$ cat src/odtb_pkg.sv
// Shared types and constants of the on/off delay timer bank.
`default_nettype none

package odtb_pkg;

    localparam int unsigned NUM_TIMERS_DEF = 64;
    localparam int unsigned MS_PER_SEC     = 1000;

    // field widths
    localparam int unsigned KIND_W  = 2;
    localparam int unsigned MS_W    = 16;
    localparam int unsigned ID_W    = 6;
    localparam int unsigned DLY_W   = 16;
    localparam int unsigned CNT_W   = 32;
    localparam int unsigned SDLY_W  = 26;   // 65535 * 1000 fits here

    // request codes
    localparam logic [KIND_W-1:0] REQ_TICK = 2'd0;
    localparam logic [KIND_W-1:0] REQ_TON  = 2'd1;
    localparam logic [KIND_W-1:0] REQ_TOF  = 2'd2;

    localparam logic [CNT_W-1:0] CNT_MAX = {1'b0, {(CNT_W-1){1'b1}}};

    typedef enum logic [2:0] {
        S_CLEAR,
        S_IDLE,
        S_REQ_RD,
        S_REQ_WR,
        S_TICK_RD,
        S_TICK_WR,
        S_DONE
    } t_state;

endpackage

`default_nettype wire

$ cat src/on_off_delay_timer_bank.sv
// Top level of the on/off delay timer bank: sequencer, count store and shared adder.
//
//  channel | direction | handshake                  | payload
//  --------+-----------+----------------------------+----------------------------------------
//  in      | to block  | i_in_valid / o_in_stall    | i_req_type, i_elapsed_ms, i_timer_id,
//          |           |                            | i_start_level, i_delay_value, i_in_seconds
//  out     | from block| o_out_valid / i_out_stall  | o_timer_out
//
// A timer request runs through accept, count store read, add/compare and write-back.
// A tick sweeps every store word, reading and rewriting each one through the store's
// single read and single write port. Out-of-range or unused requests skip the store.
// After reset a clearing pass zeroes the store before the first word.
// A request writes back while the previous result is still stalled, then holds its result in S_DONE.
`default_nettype none

module on_off_delay_timer_bank
    import odtb_pkg::*;
#(
    parameter int unsigned NUM_TIMERS = NUM_TIMERS_DEF
) (
    input  wire logic               i_clk,
    input  wire logic               i_rst_n,
    input  wire logic               i_in_valid,
    output logic                    o_in_stall,
    input  wire logic [KIND_W-1:0]  i_req_type,
    input  wire logic [MS_W-1:0]    i_elapsed_ms,
    input  wire logic [ID_W-1:0]    i_timer_id,
    input  wire logic               i_start_level,
    input  wire logic [DLY_W-1:0]   i_delay_value,
    input  wire logic               i_in_seconds,
    output logic                    o_out_valid,
    input  wire logic               i_out_stall,
    output logic                    o_timer_out
);

    localparam int unsigned IDX_W = (NUM_TIMERS > 1) ? $clog2(NUM_TIMERS) : 1;
    localparam logic [IDX_W-1:0] LAST_IDX = IDX_W'(NUM_TIMERS - 1);
    localparam logic [31:0] NUM_TIMERS_U = 32'(NUM_TIMERS);

    // store word: {active mark, count}
    logic [CNT_W:0]       r_mem [NUM_TIMERS];
    logic [CNT_W:0]       r_rd_data;

    t_state               r_state, n_state;
    logic [IDX_W-1:0]     r_ptr, n_ptr;
    logic                 r_out_valid, n_out_valid;
    logic                 r_timer_out, n_timer_out;
    logic                 r_res, n_res;

    logic [KIND_W-1:0]    r_kind;
    logic                 r_id_ok;
    logic [IDX_W-1:0]     r_addr;
    logic                 r_start;
    logic [SDLY_W-1:0]    r_delay;
    logic [MS_W-1:0]      r_cycle_ms;

    logic                 in_accept;
    logic                 out_free;
    logic                 mem_we;
    logic [IDX_W-1:0]     mem_wa;
    logic [CNT_W:0]       mem_wd;
    logic [IDX_W-1:0]     mem_ra;

    logic [SDLY_W-1:0]    scaled_delay;
    logic signed [CNT_W-1:0] cnt;
    logic signed [CNT_W:0]   sum;
    logic signed [CNT_W:0]   addend;
    logic [CNT_W-1:0]     ton_cnt;
    logic [CNT_W-1:0]     new_cnt;
    logic                 new_res;

    assign in_accept   = (r_state == S_IDLE) && i_in_valid;
    assign o_in_stall  = (r_state != S_IDLE);
    assign o_out_valid = r_out_valid;
    assign o_timer_out = r_timer_out;
    assign out_free    = !r_out_valid || !i_out_stall;

    assign scaled_delay = i_in_seconds ? SDLY_W'(i_delay_value) * SDLY_W'(MS_PER_SEC)
                                       : SDLY_W'(i_delay_value);

    // item capture
    always_ff @(posedge i_clk) begin
        if (in_accept) begin
            r_kind  <= i_req_type;
            r_id_ok <= (32'(i_timer_id) < NUM_TIMERS_U);
            r_addr  <= IDX_W'(i_timer_id);
            r_start <= i_start_level;
            r_delay <= scaled_delay;
        end
    end

    always_ff @(posedge i_clk) begin
        if (!i_rst_n) begin
            r_cycle_ms <= '0;
        end else if (in_accept && (i_req_type == REQ_TICK)) begin
            r_cycle_ms <= i_elapsed_ms;
        end
    end

    // count store
    always_ff @(posedge i_clk) begin
        if (mem_we) begin
            r_mem[mem_wa] <= mem_wd;
        end
        r_rd_data <= r_mem[mem_ra];
    end

    // shared adder: +cycle for on-delay, -cycle for off-delay countdown
    always_comb begin
        cnt     = signed'(r_rd_data[CNT_W-1:0]);
        addend  = (r_kind == REQ_TON) ? signed'({{(CNT_W+1-MS_W){1'b0}}, r_cycle_ms})
                                      : -signed'({{(CNT_W+1-MS_W){1'b0}}, r_cycle_ms});
        sum     = signed'({cnt[CNT_W-1], cnt}) + addend;
        // positive overflow saturates
        ton_cnt = (!sum[CNT_W] && sum[CNT_W-1]) ? CNT_MAX : sum[CNT_W-1:0];
        new_cnt = r_rd_data[CNT_W-1:0];
        new_res = 1'b0;
        if (r_kind == REQ_TON) begin
            if (r_start) begin
                new_cnt = ton_cnt;
                new_res = (signed'(ton_cnt) >= signed'(CNT_W'(r_delay)));
            end else begin
                new_cnt = '0;
            end
        end else begin
            if (r_start) begin
                new_cnt = CNT_W'(r_delay);
                new_res = 1'b1;
            end else if (cnt > 0) begin
                new_cnt = sum[CNT_W-1:0];
                new_res = 1'b1;
            end
        end
    end

    always_ff @(posedge i_clk) begin
        if (!i_rst_n) begin
            r_state     <= S_CLEAR;
            r_ptr       <= '0;
            r_out_valid <= 1'b0;
        end else begin
            r_state     <= n_state;
            r_ptr       <= n_ptr;
            r_out_valid <= n_out_valid;
        end
    end

    always_ff @(posedge i_clk) begin
        r_timer_out <= n_timer_out;
        r_res       <= n_res;
    end

    always_comb begin
        n_state     = r_state;
        n_ptr       = r_ptr;
        n_res       = r_res;
        n_timer_out = r_timer_out;
        n_out_valid = r_out_valid && i_out_stall;
        mem_we      = 1'b0;
        mem_wa      = r_ptr;
        mem_wd      = '0;
        mem_ra      = r_ptr;

        unique case (r_state)
            S_CLEAR: begin
                mem_we = 1'b1;
                n_ptr  = r_ptr + 1'b1;
                if (r_ptr == LAST_IDX) begin
                    n_ptr   = '0;
                    n_state = S_IDLE;
                end
            end
            S_IDLE: begin
                if (in_accept) begin
                    n_res = 1'b0;
                    priority if (i_req_type == REQ_TICK) begin
                        n_ptr   = '0;
                        n_state = S_TICK_RD;
                    end else if ((i_req_type == REQ_TON || i_req_type == REQ_TOF)
                                 && (32'(i_timer_id) < NUM_TIMERS_U)) begin
                        n_state = S_REQ_RD;
                    end else begin
                        n_state = S_DONE;
                    end
                end
            end
            S_REQ_RD: begin
                mem_ra  = r_addr;
                n_state = S_REQ_WR;
            end
            S_REQ_WR: begin
                mem_we = 1'b1;
                mem_wa = r_addr;
                mem_wd = {1'b1, new_cnt};
                n_res  = new_res;
                if (out_free) begin
                    n_out_valid = 1'b1;
                    n_timer_out = new_res;
                    n_state     = S_IDLE;
                end else begin
                    n_state = S_DONE;
                end
            end
            S_TICK_RD: begin
                n_state = S_TICK_WR;
            end
            S_TICK_WR: begin
                // unmarked timers lose their count; every mark is dropped
                mem_we = 1'b1;
                mem_wd = r_rd_data[CNT_W] ? {1'b0, r_rd_data[CNT_W-1:0]} : '0;
                n_ptr  = r_ptr + 1'b1;
                n_state = S_TICK_RD;
                if (r_ptr == LAST_IDX) begin
                    n_ptr   = '0;
                    n_state = S_DONE;
                end
            end
            S_DONE: begin
                if (out_free) begin
                    n_out_valid = 1'b1;
                    n_timer_out = r_res && r_id_ok;
                    n_state     = S_IDLE;
                end
            end
            default: begin
                n_state = S_IDLE;
            end
        endcase
    end

endmodule

`default_nettype wire
$ cat config.mk
export PLATFORM = sky130hd
export DESIGN_NAME = on_off_delay_timer_bank
export DESIGN_NICKNAME = d
export VERILOG_FILES = /design/src/odtb_pkg.sv /design/src/on_off_delay_timer_bank.sv
export SDC_FILE = /design/constraint.sdc
export NUM_CORES = 2
export LEC_CHECK = 0
export BUFFER_PORTS_ARGS = -buffer_cell sky130_fd_sc_hd__clkbuf_2
export CORE_ASPECT_RATIO = 1.1
export CORE_MARGIN = 2
export CORE_UTILIZATION = 55
export DETAILED_ROUTE_END_ITERATION = 7
export GPL_TIMING_DRIVEN = 0
export PLACE_DENSITY = 0.71
export SYNTH_ARGS = -nofsm -noshare
export SYNTH_HDL_FRONTEND = slang
export SYNTH_SLANG_ARGS = --single-unit
$ cat constraint.sdc
create_clock -name i_clk -period 8.6 [get_ports i_clk]
set_input_delay 0.86 -clock i_clk [delete_from_list [all_inputs] [get_ports i_clk]]
set_output_delay 0.86 -clock i_clk [all_outputs]
set_load 0.05 [all_outputs]
**Word level (Yosys, flattened, before mapping)**

Memories as Yosys holds them, arrays and structs flattened. A register that Yosys moved wholly into a read port is not among the register bits.
Index checks and enable logic that the tools add are counted.

- Register bits: 63
- Latch bits: 0
- RAM bits: 2112
- Memory bits (read-only): 0
- Output and inout port bits: 3
- Word-level logic and storage cells: 93
- Memories kept: 1

Memory list:

| name | words | bits a word | read ports | clocked after memory_dff | wr ports | RTL line | RTL |
|---|---|---|---|---|---|---|---|
| r_mem | 64 | 33 | 1 | 1 | 1 | on_off_delay_timer_bank.sv:41 | `logic [CNT_W:0] r_mem [NUM_TIMERS];` |

- $add $sub $neg: 3
- Multipliers: 1
- Div/mod/pow operators: 0
- Order comparisons: 2
- Equality and inequality tests: 16
- Shifts and indexed selects: 0
- Muxes and demuxes: 37
- Bitwise logic cells: 0
- Reductions and logical operators: 21

Operators by type and width:

| cell | number |
|---|---|
| 32-bit 2-to-1 mux | 6 |
| 33-bit case mux with 2 select lines | 1 |
| 32-bit by 33-bit adder with 33-bit output | 1 |
| 33-bit 2-to-1 mux | 1 |
| 16-bit negator with 33-bit output | 1 |
| 32-bit by 27-bit >= comparator with 1-bit output | 1 |
| 32-bit by 1-bit greater-than comparator with 1-bit output, second input constant | 1 |
| 6-bit 2-to-1 mux | 5 |
| 16-bit by 7-bit multiplier with 23-bit output, second input constant | 1 |
| 3-bit case mux with 7 select lines | 1 |
| 3-bit 2-to-1 mux | 6 |
| 16-bit 2-to-1 mux | 1 |
| 1-bit 2-to-1 mux | 12 |
| 6-bit case mux with 2 select lines | 1 |
| 3-bit equality test, second input constant | 3 |
| 3-bit AND reduction | 3 |
| 2-bit inequality test, second input constant | 4 |
| 6-bit by 1-bit adder with 6-bit output, second input constant | 1 |
| 3-bit by 2-bit equality test with 1-bit output, second input constant | 2 |
| 6-bit equality test, second input constant | 1 |
| 2-bit nonzero test | 3 |
| 2-bit by 1-bit equality test with 1-bit output, second input constant | 2 |
| 1-bit logical AND | 4 |
| 1-bit case mux with 2 select lines | 2 |
| 12 further kinds | 16 |

**Longest topological paths before layout**

- Depth in word-level cells: 11
- Mapped depth: 29
- Depth with buffers taken out: 26

**Least setup slack after synthesis**

No wires, ideal clock.

- Path kind: register to register
- Start point: register r_cycle_ms[2]
- End point: memory r_mem[0][24] (netlist name) (data pin)
- Setup time: 0.702 ns
- Arrival time: 6.381 ns
- Setup slack: 1.518 ns
- Cell stages (with the launch flop): 18
- Buffers on the path: 2
- Path through: dfxtp_1 nor2_1 nand3_1 or4_1 clkbuf_1 nor3_1 a21oi_1 ha_1 clkbuf_1 and2_1 a221oi_1 inv_1 or3_1 o31ai_1 xnor2_1 and3_4 nor2_1 o21ai_0

- Longest elaborated chain between the ends: 9

RTL lines:

| item | RTL line | RTL |
|---|---|---|
| from (decl) | on_off_delay_timer_bank.sv:55 | `logic [MS_W-1:0] r_cycle_ms;` |
| from (signal assigned) | on_off_delay_timer_bank.sv:96 | `r_cycle_ms <= i_elapsed_ms;` |
| 16-bit negator with 33-bit output | on_off_delay_timer_bank.sv:112 | `: -signed'({{(CNT_W+1-MS_W){1'b0}}, r_cycle_ms});` |
| 33-bit 2-to-1 mux * | on_off_delay_timer_bank.sv:111 | `addend = (r_kind == REQ_TON) ? signed'({{(CNT_W+1-MS_W){1'b0}}, r_cycle_ms})` |
| 32-bit by 33-bit adder with 33-bit output * | on_off_delay_timer_bank.sv:113 | `sum = signed'({cnt[CNT_W-1], cnt}) + addend;` |
| 1-bit zero test | on_off_delay_timer_bank.sv:115 | `ton_cnt = (!sum[CNT_W] && sum[CNT_W-1]) ? CNT_MAX : sum[CNT_W-1:0];` |
| 1-bit logical AND | on_off_delay_timer_bank.sv:115 |  |
| 32-bit 2-to-1 mux | on_off_delay_timer_bank.sv:115 |  |
| 32-bit 2-to-1 mux | on_off_delay_timer_bank.sv:119 | `if (r_start) begin` |
| 32-bit 2-to-1 mux * | on_off_delay_timer_bank.sv:118 | `if (r_kind == REQ_TON) begin` |
| 33-bit case mux with 2 select lines * | on_off_delay_timer_bank.sv:164 | `unique case (r_state)` |
| via mem_wd[24] | on_off_delay_timer_bank.sv:61 | `logic [CNT_W:0] mem_wd;` |
| to (decl) | on_off_delay_timer_bank.sv:41 |  |

Mark *: on every way through the listed nets, which the timed path passes. The rest lies on a longest branch.

**Worst setup path after layout**

- Start point: register r_cycle_ms[2]
- End point: register r_res (data pin)

- Longest elaborated chain between the ends: 10

RTL lines:

| item | RTL line | RTL |
|---|---|---|
| 16-bit negator with 33-bit output | on_off_delay_timer_bank.sv:112 |  |
| 33-bit 2-to-1 mux * | on_off_delay_timer_bank.sv:111 |  |
| 32-bit by 33-bit adder with 33-bit output * | on_off_delay_timer_bank.sv:113 |  |
| 1-bit zero test | on_off_delay_timer_bank.sv:115 |  |
| 1-bit logical AND | on_off_delay_timer_bank.sv:115 |  |
| 32-bit 2-to-1 mux * | on_off_delay_timer_bank.sv:115 |  |
| 32-bit by 27-bit >= comparator with 1-bit output * | on_off_delay_timer_bank.sv:121 | `new_res = (signed'(ton_cnt) >= signed'(CNT_W'(r_delay)));` |
| 1-bit 2-to-1 mux * | on_off_delay_timer_bank.sv:119 |  |
| 1-bit 2-to-1 mux * | on_off_delay_timer_bank.sv:118 |  |
| 1-bit case mux with 2 select lines * | on_off_delay_timer_bank.sv:164 |  |
| to (signal assigned) | on_off_delay_timer_bank.sv:150 | `r_res <= n_res;` |
| to (decl) | on_off_delay_timer_bank.sv:48 | `logic r_res, n_res;` |

Every way passes the cells marked *; elsewhere a longest branch is shown, timed or not.
A chain may end at the register's enable or synchronous reset.

==> impl_results.md <==
* Status: complete, but fails checks
* Failing checks: DRC, capacitance limit, slew limit
* Fraction of layout cells with a size suffix above 1 at 0.226
* Total Routing Usage GR at 0.303
* Top-count cell post-synth: edfxtp_1
* Vias at roughly 50000
* Distinct cell type count after synthesis at between 80 and 90
* Predominant post-synthesis flop cell: edfxtp_1
* Mapped Nets at 5159
* Top cell type's share of synthesized area at 0.706
* Setup Buffers After CTS at 0
* H-tree Lvls at 4
* Fin nets at ~5600
* CP Data Arrival Time at roughly 8600 ps
* M1 WL at about 94 mm
* Fin crit period at between 7000 and 8000 ps
* DRT Pass-1 Iters at 8
* First-pass GRT wire length at approximately 360 mm
* Top cells by count, synth: edfxtp_1, mux4_2, nand2_1
* Worst setup EP type: flip-flop
* Critical Path Max Stage Delay at roughly 650 ps
* Number of synthesized register bits at 2208
* Clk pin slew, worst setup/hold paths at 60 ps
* Worst path slowest cell: nor3_2
* Top cell type by total area after synthesis: edfxtp_1
* Top Layer Used: met5
* Crit path from: r_cycle_ms[2]
* PnR Total Power at between 0.02 and 0.025 W
* Number of global-route vias before repair at about 50000
* Antenna violations before repair at 15
* Comb pwr share at 0.096
* Part of the cycle the worst path needs at 0.925
* Top achievable clock speed at around 0.13 GHz
* Port Buffers at 47
* GP Congestion at between 1 and 1.5
* Crit Path Max Fanout at 10
* Hold Path Class: in -> reg
* Num ports at 49
* Largest net degree at the start of global routing at 65
* GR Overflow Total at 0
* Pint at between 0.015 and 0.02 W
* Max cap viols at 1
* WL per Instance at 32.7 um
* Worst-margin pin slew at roughly 1500 ps
* Met2 wire length at between 100 and 150 mm
* Worst Path Required at ~9000 ps
* Met3 WL at 24.8 mm
* 1st-iter DRT viols at 6409
* Clock power share at 0.400
* CTS tree: done
* Worst Skew at ~57 ps
* Sequential share of the synthesized area at 0.719
* Die height at roughly 430 um
* Routed wire length at roughly 250 mm
* Num CTS Buffers at around 210
* Final setup viols at 0
* Final Hold Slack at between 200 and 250 ps
* Clock latency on the worst-skew pair at 880 ps
* Leak at 30.1 nW
* Clk sinks at 2208
* Peak supply drop at 0.209 mV
* Register Area at between 60000 and 70000 um2
* Row cnt at ~160
* Switching power at approximately 0.0056 W
* Fill count at roughly 11000
* Yosys warnings at 0
* Net Sw Frac at 0.235
* # DRC at 3
* Dpl hpwl at about 170 mm
* Die Area at approximately 170000 um2
* Worst r2r src: r_cycle_ms[2]
* Initial Util at 0.555
* Clock buffer depth at 3
* CP Class: reg -> reg
* Final Hold Violating Endpoints at 0
* Min-delay src: i_req_type[0]
* Area of the multi-input gates at between 20000 and 25000 um2
* Pre-CTS setup slack at between 400 and 500 ps
* Post-CTS Resized at 0
* Vias per inst at around 6.5
* Area contributors post-synth: edfxtp_1, mux4_2, nand2_1, ha_1, a211oi_1
* Reg power frac at 0.503
* Pins Over Slew Limit at 2
* P per Cell Area at 226 nW/um2
* Cell Area, Synth at slightly above 90000 um2
* Finished Core Util at 0.635
* Ys async rst share at 0
* Non-Filler Instances at roughly 7700
* Root Driver: clkbuf_16
* Worst slew margin at -0.0320
* Die width at between 300 and 400 um
* Layout area overhead at 14.4%
* RSZ-0062 raised after global routing: false
* Final Worst Setup Slack at 641 ps
* Startpoint types: flip-flop
* Placed cell count at approximately 7300
* Syn_area_per_cell at 18.5 um2
* EDFF count, synth at around 2100
* Synthesized netlist cell count at 4943
* Final ANT Viol Nets at 0
* Hold-fix buffers, CTS at 0
* Total core area at 165000 um2
## logic make-up after synthesis
| group | after synthesis | share of synthesized area |
|---|---|---|
| buffers and inverters | 406 | 0.0193 |
| DFF | 2208 | 0.719 |
| and+or+nand+nor | 828 | 0.0422 |
| muxes | 551 | 0.133 |
| AOI/OAI and AO/OA | 718 | 0.0535 |
| adders and majority gates | 170 | 0.0278 |
| xor gates and xnor gates | 62 | 0.00594 |
## routing by layer
layer  vias up  track usage
li1      20800            -
met1     26100        0.402
met2      2751        0.469
met3       612       0.0722
met4        10        0.158
met5         -            0
## flip-flops by register name, summed over array words and instances (netlist names)
name         flops
o_out_valid      1
o_timer_out      1
r_addr           6
r_cycle_ms      16
r_delay         26
r_kind           2
r_mem         2112
r_ptr            6
r_rd_data       33
r_res            1
r_start          1
r_state          3
## power groups by stage
stage	combinational [W]	sequential, W	clock (W)
3_5_place_dp	0.00226	0.0121	0
4_1_cts	0.00228	0.0119	0.00955
6_report	0.00228	0.0119	0.00946
5_1_grt	0.00248	0.0119	0.00996
2_1_floorplan	0.00157	0.0120	0
3_3_place_gp	0.00220	0.0121	0
## cell usage in the layout (no fill, tap or decap), types with 37 or more instances in the layout
cell type,netlist,routed
dfxtp_1,59,59
buf_12,0,80
and2_1,141,141
a211oi_1,178,176
edfxtp_1,2149,2149
clkbuf_16,0,208
mux4_2,528,528
inv_1,130,130
a31oi_1,81,81
nand2_1,416,414
buf_4,41,77
clkbuf_1,164,202
o21ai_0,76,74
clkinv_1,1,45
ha_1,115,115
nor2_4,0,65
xnor2_1,41,41
fa_1,55,55
clkinv_2,0,37
a21oi_1,159,159
nor2_1,136,71
clkbuf_2,0,52
a311oi_1,66,66
buf_2,62,62
## worst max-delay path: cells and delay by family (launching register included)
| kind | cells | cell delay (ps) |
|---|---|---|
| AO/OA/AOI/OAI | 8 | 2010 |
| adder cells (fa/ha/maj) | 3 | 1040 |
| buffers and inverters | 3 | 720 |
| flip-flops | 1 | 420 |
| AND/OR/NAND/NOR | 14 | 3590 |
## cell type report
cell class                      instances  share of cell area
Sequential cell                      2208               0.628
Timing Repair Buffer                  189              0.0247
Clock buffer                          254              0.0517
Multi-Input combinational cell       2329               0.236
Antenna cell                            6            0.000144
Inverter                              131             0.00470
Clock inverter                        137              0.0159
Tap cell                             2212              0.0265
Buffer                                275              0.0122
## metrics by stage
stage               setup TNS [ps]  area (um2)
detailed placement               0       97500
floorplan                        0       91400
CTS                              0      105000
global route                     0      105000
finish                           0      105000
global placement          -1169190       94400
## path summary, 6_finish.rpt
check                   end  slack, ps  cells after the start
max reg2reg           r_res        640                     28
min reg2reg  r_cycle_ms[14]        510                      2
max                   r_res        640                     28
min               r_kind[0]        200                      1
Power figures use the tool's default switching activity.
